$ cat src/hdl/clfd_pkg.sv
// clfd_pkg: shared types and constants for the content-length deframer.
// Holds the header literal, the token word passed from front to back and record codes.
// No dependencies.
package clfd_pkg;

    // default widths of the length accumulator and the byte offsets
    localparam int DEF_LENGTH_BITS   = 32;
    localparam int DEF_POSITION_BITS = 32;

    // fixed width of the result fields
    localparam int OUT_BITS = 32;

    // header literal "Content-Length: "
    localparam int LIT_LEN     = 16;
    localparam int LIT_SEL_BITS = 4;   // selects one of LIT_LEN characters
    localparam int IDX_BITS    = 5;    // pattern index, holds 0 .. LIT_LEN
    localparam int TAIL_LEN    = 4;    // CR LF CR LF

    localparam logic [7:0] LIT_TEXT [LIT_LEN] = '{
        8'h43, 8'h6F, 8'h6E, 8'h74, 8'h65, 8'h6E, 8'h74, 8'h2D,
        8'h4C, 8'h65, 8'h6E, 8'h67, 8'h74, 8'h68, 8'h3A, 8'h20
    };

    localparam logic [7:0] CHR_CR   = 8'h0D;
    localparam logic [7:0] CHR_LF   = 8'h0A;
    localparam logic [7:0] CHR_ZERO = 8'h30;
    localparam logic [7:0] CHR_NINE = 8'h39;

    // record kinds
    localparam logic [1:0] REC_COMPLETE = 2'd0;
    localparam logic [1:0] REC_PARTIAL  = 2'd1;
    localparam logic [1:0] REC_LEFTOVER = 2'd2;

    // queue between front and back
    localparam int QUEUE_DEPTH = 4;
    localparam int QPTR_BITS   = 2;
    localparam int QCNT_BITS   = 3;

    // one classified input byte
    typedef struct packed {
        logic               last;
        logic [LIT_LEN-1:0] lit_hit;   // byte equals literal character i
        logic               is_digit;
        logic [3:0]         digit;
        logic               is_cr;
        logic               is_lf;
    } token_t;

endpackage

$ cat src/hdl/clfd_front.sv
// clfd_front: input side of the deframer. Accepts bytes and classifies them
// against the header literal, the digits and CR/LF. Depends on clfd_pkg.
module clfd_front (
    input  logic            s_axis_tvalid,
    output logic            s_axis_tready,
    input  logic [7:0]      s_axis_tdata,   // [7:0] data_byte
    input  logic            s_axis_tlast,   // last_of_buffer
    input  logic            q_full,
    output logic            q_push,
    output clfd_pkg::token_t q_token
);
    import clfd_pkg::*;

    logic [7:0] byte_in;

    assign byte_in       = s_axis_tdata;
    assign s_axis_tready = !q_full;
    assign q_push        = s_axis_tvalid && !q_full;

    // compare against every literal character in parallel
    always_comb
    begin
        for (int i = 0; i < LIT_LEN; i++)
        begin
            q_token.lit_hit[i] = (byte_in == LIT_TEXT[i]);
        end
        q_token.last     = s_axis_tlast;
        q_token.is_digit = (byte_in >= CHR_ZERO) && (byte_in <= CHR_NINE);
        q_token.digit    = byte_in[3:0];
        q_token.is_cr    = (byte_in == CHR_CR);
        q_token.is_lf    = (byte_in == CHR_LF);
    end

endmodule

$ cat src/hdl/clfd_queue.sv
// clfd_queue: short token queue between the front and the back of the deframer.
// Lets either side stall on its own. Depends on clfd_pkg.
module clfd_queue (
    input  logic             clk,
    input  logic             rst_n,
    input  logic             push,
    input  clfd_pkg::token_t push_token,
    output logic             full,
    input  logic             pop,
    output logic             not_empty,
    output clfd_pkg::token_t head_token
);
    import clfd_pkg::*;

    token_t               mem [QUEUE_DEPTH];
    logic [QPTR_BITS-1:0] wr_ptr_reg, wr_ptr_next;
    logic [QPTR_BITS-1:0] rd_ptr_reg, rd_ptr_next;
    logic [QCNT_BITS-1:0] count_reg, count_next;
    logic                 do_push, do_pop;

    assign full       = (count_reg == QCNT_BITS'(QUEUE_DEPTH));
    assign not_empty  = (count_reg != '0);
    assign do_push    = push && !full;
    assign do_pop     = pop && not_empty;
    assign head_token = mem[rd_ptr_reg];

    // pointer and fill count
    always_comb
    begin
        wr_ptr_next = do_push ? wr_ptr_reg + 1'b1 : wr_ptr_reg;
        rd_ptr_next = do_pop  ? rd_ptr_reg + 1'b1 : rd_ptr_reg;
        count_next  = count_reg;
        if (do_push && !do_pop)
        begin
            count_next = count_reg + 1'b1;
        end
        else if (do_pop && !do_push)
        begin
            count_next = count_reg - 1'b1;
        end
    end

    always_ff @(posedge clk or negedge rst_n)
    begin
        if (!rst_n)
        begin
            wr_ptr_reg <= '0;
            rd_ptr_reg <= '0;
            count_reg  <= '0;
        end
        else
        begin
            wr_ptr_reg <= wr_ptr_next;
            rd_ptr_reg <= rd_ptr_next;
            count_reg  <= count_next;
        end
    end

    // storage, no reset needed
    always_ff @(posedge clk)
    begin
        if (do_push)
        begin
            mem[wr_ptr_reg] <= push_token;
        end
    end

    // fill count never passes the depth
    a_count_bound: assert property (@(posedge clk) disable iff (!rst_n)
        count_reg <= QCNT_BITS'(QUEUE_DEPTH))
        else $error("queue count beyond depth");

    // a pop with nothing pushed lowers the count by one
    a_count_pop: assert property (@(posedge clk) disable iff (!rst_n)
        (do_pop && !do_push) |=> (count_reg == $past(count_reg) - 1'b1))
        else $error("queue count not decremented on pop");

    // full queue with no pop keeps its count
    a_full_hold: assert property (@(posedge clk) disable iff (!rst_n)
        (full && !pop) |=> full)
        else $error("full queue lost an entry");

endmodule

$ cat src/hdl/clfd_back.sv
// clfd_back: deframer header matcher, length decoder, payload counter; uses clfd_pkg.
// Consumes one token a cycle unless m_axis stalls; drives the registered result word.
module clfd_back #(
    parameter int LENGTH_BITS   = clfd_pkg::DEF_LENGTH_BITS,
    parameter int POSITION_BITS = clfd_pkg::DEF_POSITION_BITS
) (
    input  logic             clk,
    input  logic             rst_n,
    input  logic             q_not_empty,
    input  clfd_pkg::token_t q_token,
    output logic             q_pop,
    output logic             m_axis_tvalid,
    input  logic             m_axis_tready,
    output logic [95:0]      m_axis_tdata,  // [31:0] payload_length, [63:32] position,
                                            // [95:64] byte_count
    output logic [2:0]       m_axis_tuser   // [1:0] record_kind, [2] all_ok
);
    import clfd_pkg::*;

    typedef enum logic [2:0] {
        PH_LIT,
        PH_DIG0,
        PH_DIGS,
        PH_TAIL,
        PH_PAYLOAD
    } phase_t;

    localparam logic [LENGTH_BITS-1:0] LEN_MAX = '1;

    phase_t                   phase_reg, phase_next;
    logic [IDX_BITS-1:0]      idx_reg, idx_next;
    logic [LENGTH_BITS-1:0]   acc_reg, acc_next;
    logic [LENGTH_BITS-1:0]   left_reg, left_next;
    logic [POSITION_BITS-1:0] pos_reg, pos_next;
    logic [POSITION_BITS-1:0] hdr_reg, hdr_next;
    logic [POSITION_BITS-1:0] uncons_reg, uncons_next;

    logic                     out_valid_reg;
    logic [1:0]               out_kind_reg, out_kind_next;
    logic [OUT_BITS-1:0]      out_len_reg, out_len_next;
    logic [OUT_BITS-1:0]      out_pos_reg, out_pos_next;
    logic [OUT_BITS-1:0]      out_cnt_reg, out_cnt_next;
    logic                     out_ok_reg, out_ok_next;
    logic                     emit;

    logic                     advance;
    logic [POSITION_BITS-1:0] pos_plus;
    logic                     lit_hit, tail_hit, done;
    logic [LENGTH_BITS-1:0]   acc_base;
    logic [LENGTH_BITS+3:0]   prod;
    logic [LENGTH_BITS-1:0]   got;

    // take a token whenever the result register is free or being emptied
    assign advance = !out_valid_reg || m_axis_tready;
    assign q_pop   = advance && q_not_empty;

    assign pos_plus = pos_reg + 1'b1;
    assign lit_hit  = !idx_reg[IDX_BITS-1] && q_token.lit_hit[idx_reg[LIT_SEL_BITS-1:0]];

    // expected tail character by index
    always_comb
    begin
        unique case (idx_reg)
            IDX_BITS'(1): tail_hit = q_token.is_lf;
            IDX_BITS'(2): tail_hit = q_token.is_cr;
            IDX_BITS'(3): tail_hit = q_token.is_lf;
            default:      tail_hit = 1'b0;
        endcase
    end

    // decimal accumulate: acc*10 + digit, saturating
    assign acc_base = (phase_reg == PH_DIG0) ? '0 : acc_reg;
    assign prod     = ({4'b0, acc_base} << 3) + ({4'b0, acc_base} << 1)
                    + (LENGTH_BITS+4)'(q_token.digit);

    // header and payload state update
    always_comb
    begin
        phase_next  = phase_reg;
        idx_next    = idx_reg;
        acc_next    = acc_reg;
        left_next   = left_reg;
        pos_next    = pos_reg;
        hdr_next    = hdr_reg;
        uncons_next = uncons_reg;
        done        = 1'b0;
        got         = '0;
        emit        = 1'b0;
        out_kind_next = REC_COMPLETE;
        out_len_next  = OUT_BITS'(acc_reg);
        out_pos_next  = OUT_BITS'(hdr_reg);
        out_cnt_next  = '0;
        out_ok_next   = 1'b0;

        unique case (phase_reg)
            PH_LIT:
            begin
                if (lit_hit)
                begin
                    if (idx_reg == '0)
                    begin
                        hdr_next = pos_reg;
                    end
                    if (idx_reg == IDX_BITS'(LIT_LEN - 1))
                    begin
                        phase_next = PH_DIG0;
                        idx_next   = '0;
                        acc_next   = '0;
                    end
                    else
                    begin
                        idx_next = idx_reg + 1'b1;
                    end
                end
                else
                begin
                    phase_next = PH_LIT;
                    idx_next   = q_token.lit_hit[0] ? IDX_BITS'(1) : '0;
                    if (q_token.lit_hit[0])
                    begin
                        hdr_next = pos_reg;
                    end
                end
            end
            PH_DIG0, PH_DIGS:
            begin
                if (q_token.is_digit)
                begin
                    acc_next   = (|prod[LENGTH_BITS+3:LENGTH_BITS]) ? LEN_MAX
                                                                     : prod[LENGTH_BITS-1:0];
                    phase_next = PH_DIGS;
                end
                else if (phase_reg == PH_DIGS && q_token.is_cr)
                begin
                    phase_next = PH_TAIL;
                    idx_next   = IDX_BITS'(1);
                end
                else
                begin
                    phase_next = PH_LIT;
                    idx_next   = q_token.lit_hit[0] ? IDX_BITS'(1) : '0;
                    if (q_token.lit_hit[0])
                    begin
                        hdr_next = pos_reg;
                    end
                end
            end
            PH_TAIL:
            begin
                if (tail_hit)
                begin
                    if (idx_reg == IDX_BITS'(TAIL_LEN - 1))
                    begin
                        idx_next = '0;
                        if (acc_reg == '0)
                        begin
                            done = 1'b1;
                        end
                        else
                        begin
                            left_next  = acc_reg;
                            phase_next = PH_PAYLOAD;
                        end
                    end
                    else
                    begin
                        idx_next = idx_reg + 1'b1;
                    end
                end
                else
                begin
                    phase_next = PH_LIT;
                    idx_next   = q_token.lit_hit[0] ? IDX_BITS'(1) : '0;
                    if (q_token.lit_hit[0])
                    begin
                        hdr_next = pos_reg;
                    end
                end
            end
            PH_PAYLOAD:
            begin
                left_next = left_reg - 1'b1;
                if (left_reg == LENGTH_BITS'(1))
                begin
                    done = 1'b1;
                end
            end
            default:
            begin
                phase_next = PH_LIT;
                idx_next   = q_token.lit_hit[0] ? IDX_BITS'(1) : '0;
                if (q_token.lit_hit[0])
                begin
                    hdr_next = pos_reg;
                end
            end
        endcase

        // message complete
        if (done)
        begin
            uncons_next = pos_plus;
            phase_next  = PH_LIT;
            idx_next    = '0;
            left_next   = '0;
        end

        if (!q_token.last)
        begin
            pos_next = pos_plus;
            emit     = done;
        end
        else
        begin
            // end of buffer: one record, then back to the reset state
            emit = 1'b1;
            if (done)
            begin
                out_ok_next = 1'b1;
            end
            else if (phase_next == PH_PAYLOAD)
            begin
                got           = acc_reg - left_next;
                out_kind_next = REC_PARTIAL;
                out_pos_next  = OUT_BITS'(pos_plus - POSITION_BITS'(got));
                out_cnt_next  = OUT_BITS'(left_next);
            end
            else
            begin
                out_kind_next = REC_LEFTOVER;
                out_len_next  = '0;
                out_pos_next  = OUT_BITS'(uncons_reg);
                out_cnt_next  = OUT_BITS'(pos_plus - uncons_reg);
            end
            phase_next  = PH_LIT;
            idx_next    = '0;
            acc_next    = '0;
            left_next   = '0;
            pos_next    = '0;
            hdr_next    = '0;
            uncons_next = '0;
        end
    end

    // state and result register
    always_ff @(posedge clk or negedge rst_n)
    begin
        if (!rst_n)
        begin
            phase_reg     <= PH_LIT;
            idx_reg       <= '0;
            acc_reg       <= '0;
            left_reg      <= '0;
            pos_reg       <= '0;
            hdr_reg       <= '0;
            uncons_reg    <= '0;
            out_valid_reg <= 1'b0;
        end
        else
        begin
            if (q_pop)
            begin
                phase_reg  <= phase_next;
                idx_reg    <= idx_next;
                acc_reg    <= acc_next;
                left_reg   <= left_next;
                pos_reg    <= pos_next;
                hdr_reg    <= hdr_next;
                uncons_reg <= uncons_next;
            end
            if (advance)
            begin
                out_valid_reg <= q_pop && emit;
            end
        end
    end

    // result payload, no reset needed
    always_ff @(posedge clk)
    begin
        if (q_pop && emit)
        begin
            out_kind_reg <= out_kind_next;
            out_len_reg  <= out_len_next;
            out_pos_reg  <= out_pos_next;
            out_cnt_reg  <= out_cnt_next;
            out_ok_reg   <= out_ok_next;
        end
    end

    assign m_axis_tvalid = out_valid_reg;
    assign m_axis_tdata  = {out_cnt_reg, out_pos_reg, out_len_reg};
    assign m_axis_tuser  = {out_ok_reg, out_kind_reg};

    // a payload in progress always has bytes outstanding
    a_payload_left: assert property (@(posedge clk) disable iff (!rst_n)
        (phase_reg == PH_PAYLOAD) |-> (left_reg != '0))
        else $error("payload phase with nothing left");

    // literal index stays inside the literal
    a_lit_idx: assert property (@(posedge clk) disable iff (!rst_n)
        (phase_reg == PH_LIT) |-> (idx_reg < IDX_BITS'(LIT_LEN)))
        else $error("literal index out of range");

    // tail index between the CR already seen and the final LF
    a_tail_idx: assert property (@(posedge clk) disable iff (!rst_n)
        (phase_reg == PH_TAIL) |-> (idx_reg >= IDX_BITS'(1) && idx_reg < IDX_BITS'(TAIL_LEN)))
        else $error("tail index out of range");

    // a pop on the buffer's last byte always produces a record
    a_last_emits: assert property (@(posedge clk) disable iff (!rst_n)
        (q_pop && q_token.last) |=> m_axis_tvalid)
        else $error("no record on last byte");

    // all_ok only on complete records
    a_ok_complete: assert property (@(posedge clk) disable iff (!rst_n)
        (m_axis_tvalid && m_axis_tuser[2]) |-> (m_axis_tuser[1:0] == REC_COMPLETE))
        else $error("all_ok on a non-complete record");

endmodule

$ cat src/hdl/content_length_deframer_core.sv
// content_length_deframer_core: top level of the content-length deframer.
// Instantiates clfd_front, clfd_queue and clfd_back; depends on clfd_pkg.
//
// Usage:
//   s_axis carries one buffer byte per word (tdata[7:0]); tlast marks the
//   buffer's final byte. The block hunts for "Content-Length: <digits>\r\n\r\n"
//   headers, counts the payload that follows and reports on m_axis:
//   complete messages as they end, and on the last byte a complete, partial
//   or leftover record (tuser[1:0] kind, tuser[2] all_ok).
//   tdata = {byte_count, position, payload_length}, 32 bits each.
// Throughput: one byte per cycle while m_axis_tready is high, set by the
//   state update (one multiply-by-ten add) in the back end.
// Result path: an accepted byte is stored as a token in the queue; the back
//   end pops it and registers the result into the result register, which
//   drives m_axis.
// Stall: while m_axis_tready is low the result word holds; the four-word
//   token queue keeps accepting bytes until it fills, then s_axis_tready drops.
// Reset: rst_n clears the queue, the result valid and all matching state;
//   the block is ready for a new buffer when reset is released.
//   After each buffer's last byte the matcher returns to that same state.
module content_length_deframer_core #(
    parameter int LENGTH_BITS   = clfd_pkg::DEF_LENGTH_BITS,
    parameter int POSITION_BITS = clfd_pkg::DEF_POSITION_BITS
) (
    input  logic        clk,
    input  logic        rst_n,
    input  logic        s_axis_tvalid,
    output logic        s_axis_tready,
    input  logic [7:0]  s_axis_tdata,   // [7:0] data_byte
    input  logic        s_axis_tlast,   // last_of_buffer
    output logic        m_axis_tvalid,
    input  logic        m_axis_tready,
    output logic [95:0] m_axis_tdata,   // [31:0] payload_length, [63:32] position,
                                        // [95:64] byte_count
    output logic [2:0]  m_axis_tuser    // [1:0] record_kind, [2] all_ok
);
    import clfd_pkg::*;

    token_t push_token;
    token_t head_token;
    logic   q_push, q_full, q_pop, q_not_empty;

    // byte classifier
    clfd_front u_front (
        .s_axis_tvalid (s_axis_tvalid),
        .s_axis_tready (s_axis_tready),
        .s_axis_tdata  (s_axis_tdata),
        .s_axis_tlast  (s_axis_tlast),
        .q_full        (q_full),
        .q_push        (q_push),
        .q_token       (push_token)
    );

    // token queue
    clfd_queue u_queue (
        .clk        (clk),
        .rst_n      (rst_n),
        .push       (q_push),
        .push_token (push_token),
        .full       (q_full),
        .pop        (q_pop),
        .not_empty  (q_not_empty),
        .head_token (head_token)
    );

    // matcher and result register
    clfd_back #(
        .LENGTH_BITS   (LENGTH_BITS),
        .POSITION_BITS (POSITION_BITS)
    ) u_back (
        .clk           (clk),
        .rst_n         (rst_n),
        .q_not_empty   (q_not_empty),
        .q_token       (head_token),
        .q_pop         (q_pop),
        .m_axis_tvalid (m_axis_tvalid),
        .m_axis_tready (m_axis_tready),
        .m_axis_tdata  (m_axis_tdata),
        .m_axis_tuser  (m_axis_tuser)
    );

endmodule
$ cat config.mk
export PLATFORM = sky130hd
export DESIGN_NAME = content_length_deframer_core
export DESIGN_NICKNAME = d
export VERILOG_FILES = /design/src/hdl/clfd_pkg.sv /design/src/hdl/clfd_front.sv /design/src/hdl/clfd_queue.sv /design/src/hdl/clfd_back.sv /design/src/hdl/content_length_deframer_core.sv
export SDC_FILE = /design/constraint.sdc
export NUM_CORES = 1
export LEC_CHECK = 0
export BUFFER_PORTS_ARGS = -buffer_cell sky130_fd_sc_hd__buf_2
export CAP_MARGIN = 10
export CORE_MARGIN = 8
export CORE_UTILIZATION = 60
export CTS_CLUSTER_SIZE = 12
export DETAILED_ROUTE_END_ITERATION = 16
export PLACE_DENSITY_LB_ADDON = 0.25
export RECOVER_POWER = 50
export SLEW_MARGIN = 10
export SYNTH_ARGS = -nofsm -noshare
export SYNTH_HDL_FRONTEND = slang
export SYNTH_SLANG_ARGS = --single-unit
$ cat constraint.sdc
create_clock -name clk -period 6.71 [get_ports clk]
set_input_delay 1.342 -clock clk [delete_from_list [all_inputs] [get_ports clk]]
set_output_delay 1.342 -clock clk [all_outputs]
set_load 0.01 [all_outputs]
==> out/qor.txt <==
CTS tree: built
Initial antenna violation count: 0
Power, Total: 8.883 mW
Total routed wirelength: 69.02 mm
Startpoint Class: flip-flop
Gate Count Post-Synth: 2230
Post-DP Area: 23270 µm²
Setup TNS: 0 ns
Pins Over Slew Limit: 90
Combinational share of power: 42.1%
Hold Vio Cnt, Final: 0
Clock skew: 0.02699 ns
Crit Path Category: reg -> reg
Cell Chain, Critical Path: nor4_1, and2_0, nand2_1, o41ai_1, a21oi_1, a211oi_1, nor2_1, fa_1, ha_1, and4_1, nand4_1, or3_1, o21a_1, o41ai_1, buf_4, o41ai_2, o21ai_0, a31oi_1, xnor2_1, o21ai_0
R2R Setup Slk: 0.46 ns
Yosys reg bits: 351
Mean Syn Cell Area: 9.972 µm²
Core box area: 36520 µm²
# DRC: 0
Final setup fails: 0
Sequential power share: 33.7%
RD Place Congestion: 1.045
Total congestion overflow: 0
Power Density: 363.4 nW/µm²
P&R area growth vs syn: 9.919%
Post-DRT Antenna Nets: 0
Reg2reg end: u_back.out_pos_reg[31]
Failing checks: max-capacitance violations, max-slew violations
Vias in the first global route: 18250
Max H-tree Level: 2
Wire per inst: 24.54 µm
Psw: 3.564 mW
Most used DFF post-synth: dfrtp_1
Pre-antenna DRT Iters: 6
Final net count: 2502
VDD IR max: 0.0003165 V
Die Ht: 208.5 µm
Clock power frac: 24.3%
Synth cell types: 80
Peak Freq: 159.9 MHz
Post-CTS Hold Buffers: 0
Layout cells sized above 1: 7.679%
IO Pins: 114
Final instance area: 24440 µm²
Mapped Nets: 2418
Mapped Area: 22240 µm²
CTS Sinks: 351
Worst Path Arrival: 6.57 ns
Total die area: 43480 µm²
Most frequent cells in the layout: 221 x nor2_1, 196 x nand2_1, 176 x dfrtp_1, 175 x edfxtp_1, 157 x o21ai_0
Via/cell ratio: 6.678
Gr usage total: 30.94%
First-pass GRT wire length: 105.5 mm
Port bufs: 113
Hold Path Class: reg -> reg
Leakage power: 10.79 nW
Max reg flops: 76
Worst path buffer plus inverter count: 1
Max incr delay on CP: 0.68 ns
Slew @ Worst Pin: 5.251 ns
Antenna diode count: 0
Worst-path maximum fanout: 7
Sw Share: 40.13%
Unrepaired setup endpoints after global routing: no
Layout Cells excl Fill: 2812
Largest net degree at the start of global routing: 90
Biggest register: u_queue.mem
Status: finished, violations left
P_int: 5.319 mW
Number of CTS-inserted buffers: 39
Via count of the routed design: 18780
Critical path's slowest cell: nor4_1
Final worst path period share: 93.20%
Clk pin slew, worst setup/hold paths: 0.06 ns
Fraction of registers with async set/reset: 50.14%
Worst Setup End Kind: flip-flop
Skew-Pair Late Insertion Delay: 0.58 ns
CTS Root Cell: clkbuf_16
Relative slew margins: -250.1%
HPWL after DPL: 50.40 mm
FILL cells: 2893
CP delay by family, top: simple AND/OR/NAND/NOR gates
Hold path start: u_back.hdr_reg[3]
Placed cells: 2741
R2R depth: 20
Hold Path End: u_back.hdr_reg[3]
Number of synthesized flops with an enable pin: 175
WP data required: 7.03 ns
Starting Density: 60.89%
CTS max path bufs: 3
# rows: 70
YS warnings: 0
Tmin final: 6.254 ns
Starting DRT DRC Count: 2222
Cell count of the worst hold path: 1
Most common cell after layout, fill and taps aside: nor2_1
Sequential fraction of the synthesis area: 43.44%
Chip Width: 208.5 µm
Max Cap Violations: 1
R2r startpoint: u_back.left_reg[5]
-- per-layer routing --
layer	global-route usage [%]	wire length, µm	up-vias
met1	39.07	27060	9166
met3	6.223	5790	211
met4	14.59	3463	0
met2	50.75	32700	1033
met5	0	0	-
li1	-	-	8369
-- repair_timing --
action,in CTS,in global routing
gates resized for setup,0,2
setup endpoints to repair,0,1
hold endpoints to repair,0,0
buffers inserted,0,0
-- worst max path at each step --
stage / startpoint / to / slack [ns] / cells after the start
floorplan: u_back.left_reg[22] / u_back.out_pos_reg[30] / 0.62 / 18
global placement: u_back.left_reg[8] / u_back.out_pos_reg[31] / 0.56 / 21
detailed placement: u_back.idx_reg[0] / u_back.out_pos_reg[31] / 0.50 / 22
CTS: u_back.left_reg[8] / u_back.out_pos_reg[31] / 0.42 / 21
global route: u_back.left_reg[6] / u_back.out_pos_reg[31] / 0.08 / 20
finish: u_back.left_reg[5] / u_back.out_pos_reg[31] / 0.46 / 20
-- final cells by class --
cell class | count | area (µm²) | share of cell area, %
multi-input cells | 1651 | 11690 | 47.82
flip-flops and latches | 351 | 9659 | 39.52
clock buffers | 58 | 1109 | 4.535
repair buffers | 159 | 815.8 | 3.337
well taps | 468 | 585.6 | 2.396
inverters | 112 | 422.9 | 1.730
clock inverters | 13 | 162.7 | 0.6654
-- power by group through the flow --
stage	clock (mW)	combinational [mW]	sequential [mW]
2_1_floorplan	0	2.36	3.18
3_3_place_gp	0	3.67	3.01
3_5_place_dp	0	3.73	3.02
4_1_cts	2.17	3.76	2.99
5_1_grt	2.25	3.99	3.03
6_report	2.15	3.74	2.99
-- through the flow --
stage,setup slack [ns],util (%),hold WS [ns]
CTS,0.4242,67.20,0.5085
floorplan,0.6194,-,0.4637
detailed placement,0.4982,63.72,0.4943
global route,0.07823,66.93,0.5149
global placement,0.5576,63.72,0.4870
finish,0.4560,66.93,0.5053
-- cell usage after synthesis (19+ instances only) --
cell,number,share of area (%)
a21o_1,52,1.8
a21oi_1,144,3.2
a221o_1,34,1.5
a22o_1,62,2.4
a31oi_1,26,0.73
and3_1,26,0.73
clkbuf_1,81,1.4
dfrtp_1,176,20
edfxtp_1,175,24
fa_1,35,3.2
ha_1,140,7.9
inv_1,109,1.8
nand2_1,196,3.3
nand3_1,52,1.2
nand4_1,22,0.62
nor2_1,224,3.8
nor3_1,32,0.72
nor4_1,19,0.53
o21ai_0,157,3.5
o31ai_1,21,0.71
xnor2_1,60,2.4
xor2_1,55,2.2
-- kinds of logic (layout without fill, tap and decap cells) --
group	after synthesis	in the layout	share of synthesized area, %
AO/OA/AOI/OAI	644	644	19.36
XOR/XNOR	115	115	4.529
adder cells (fa/ha/maj)	175	175	11.03
buffers and inverters	228	342	4.231
flip-flops	351	351	43.44
multiplexers	36	36	3.005
AND/OR/NAND/NOR	681	681	14.41
Power figures use the tool's default switching activity.
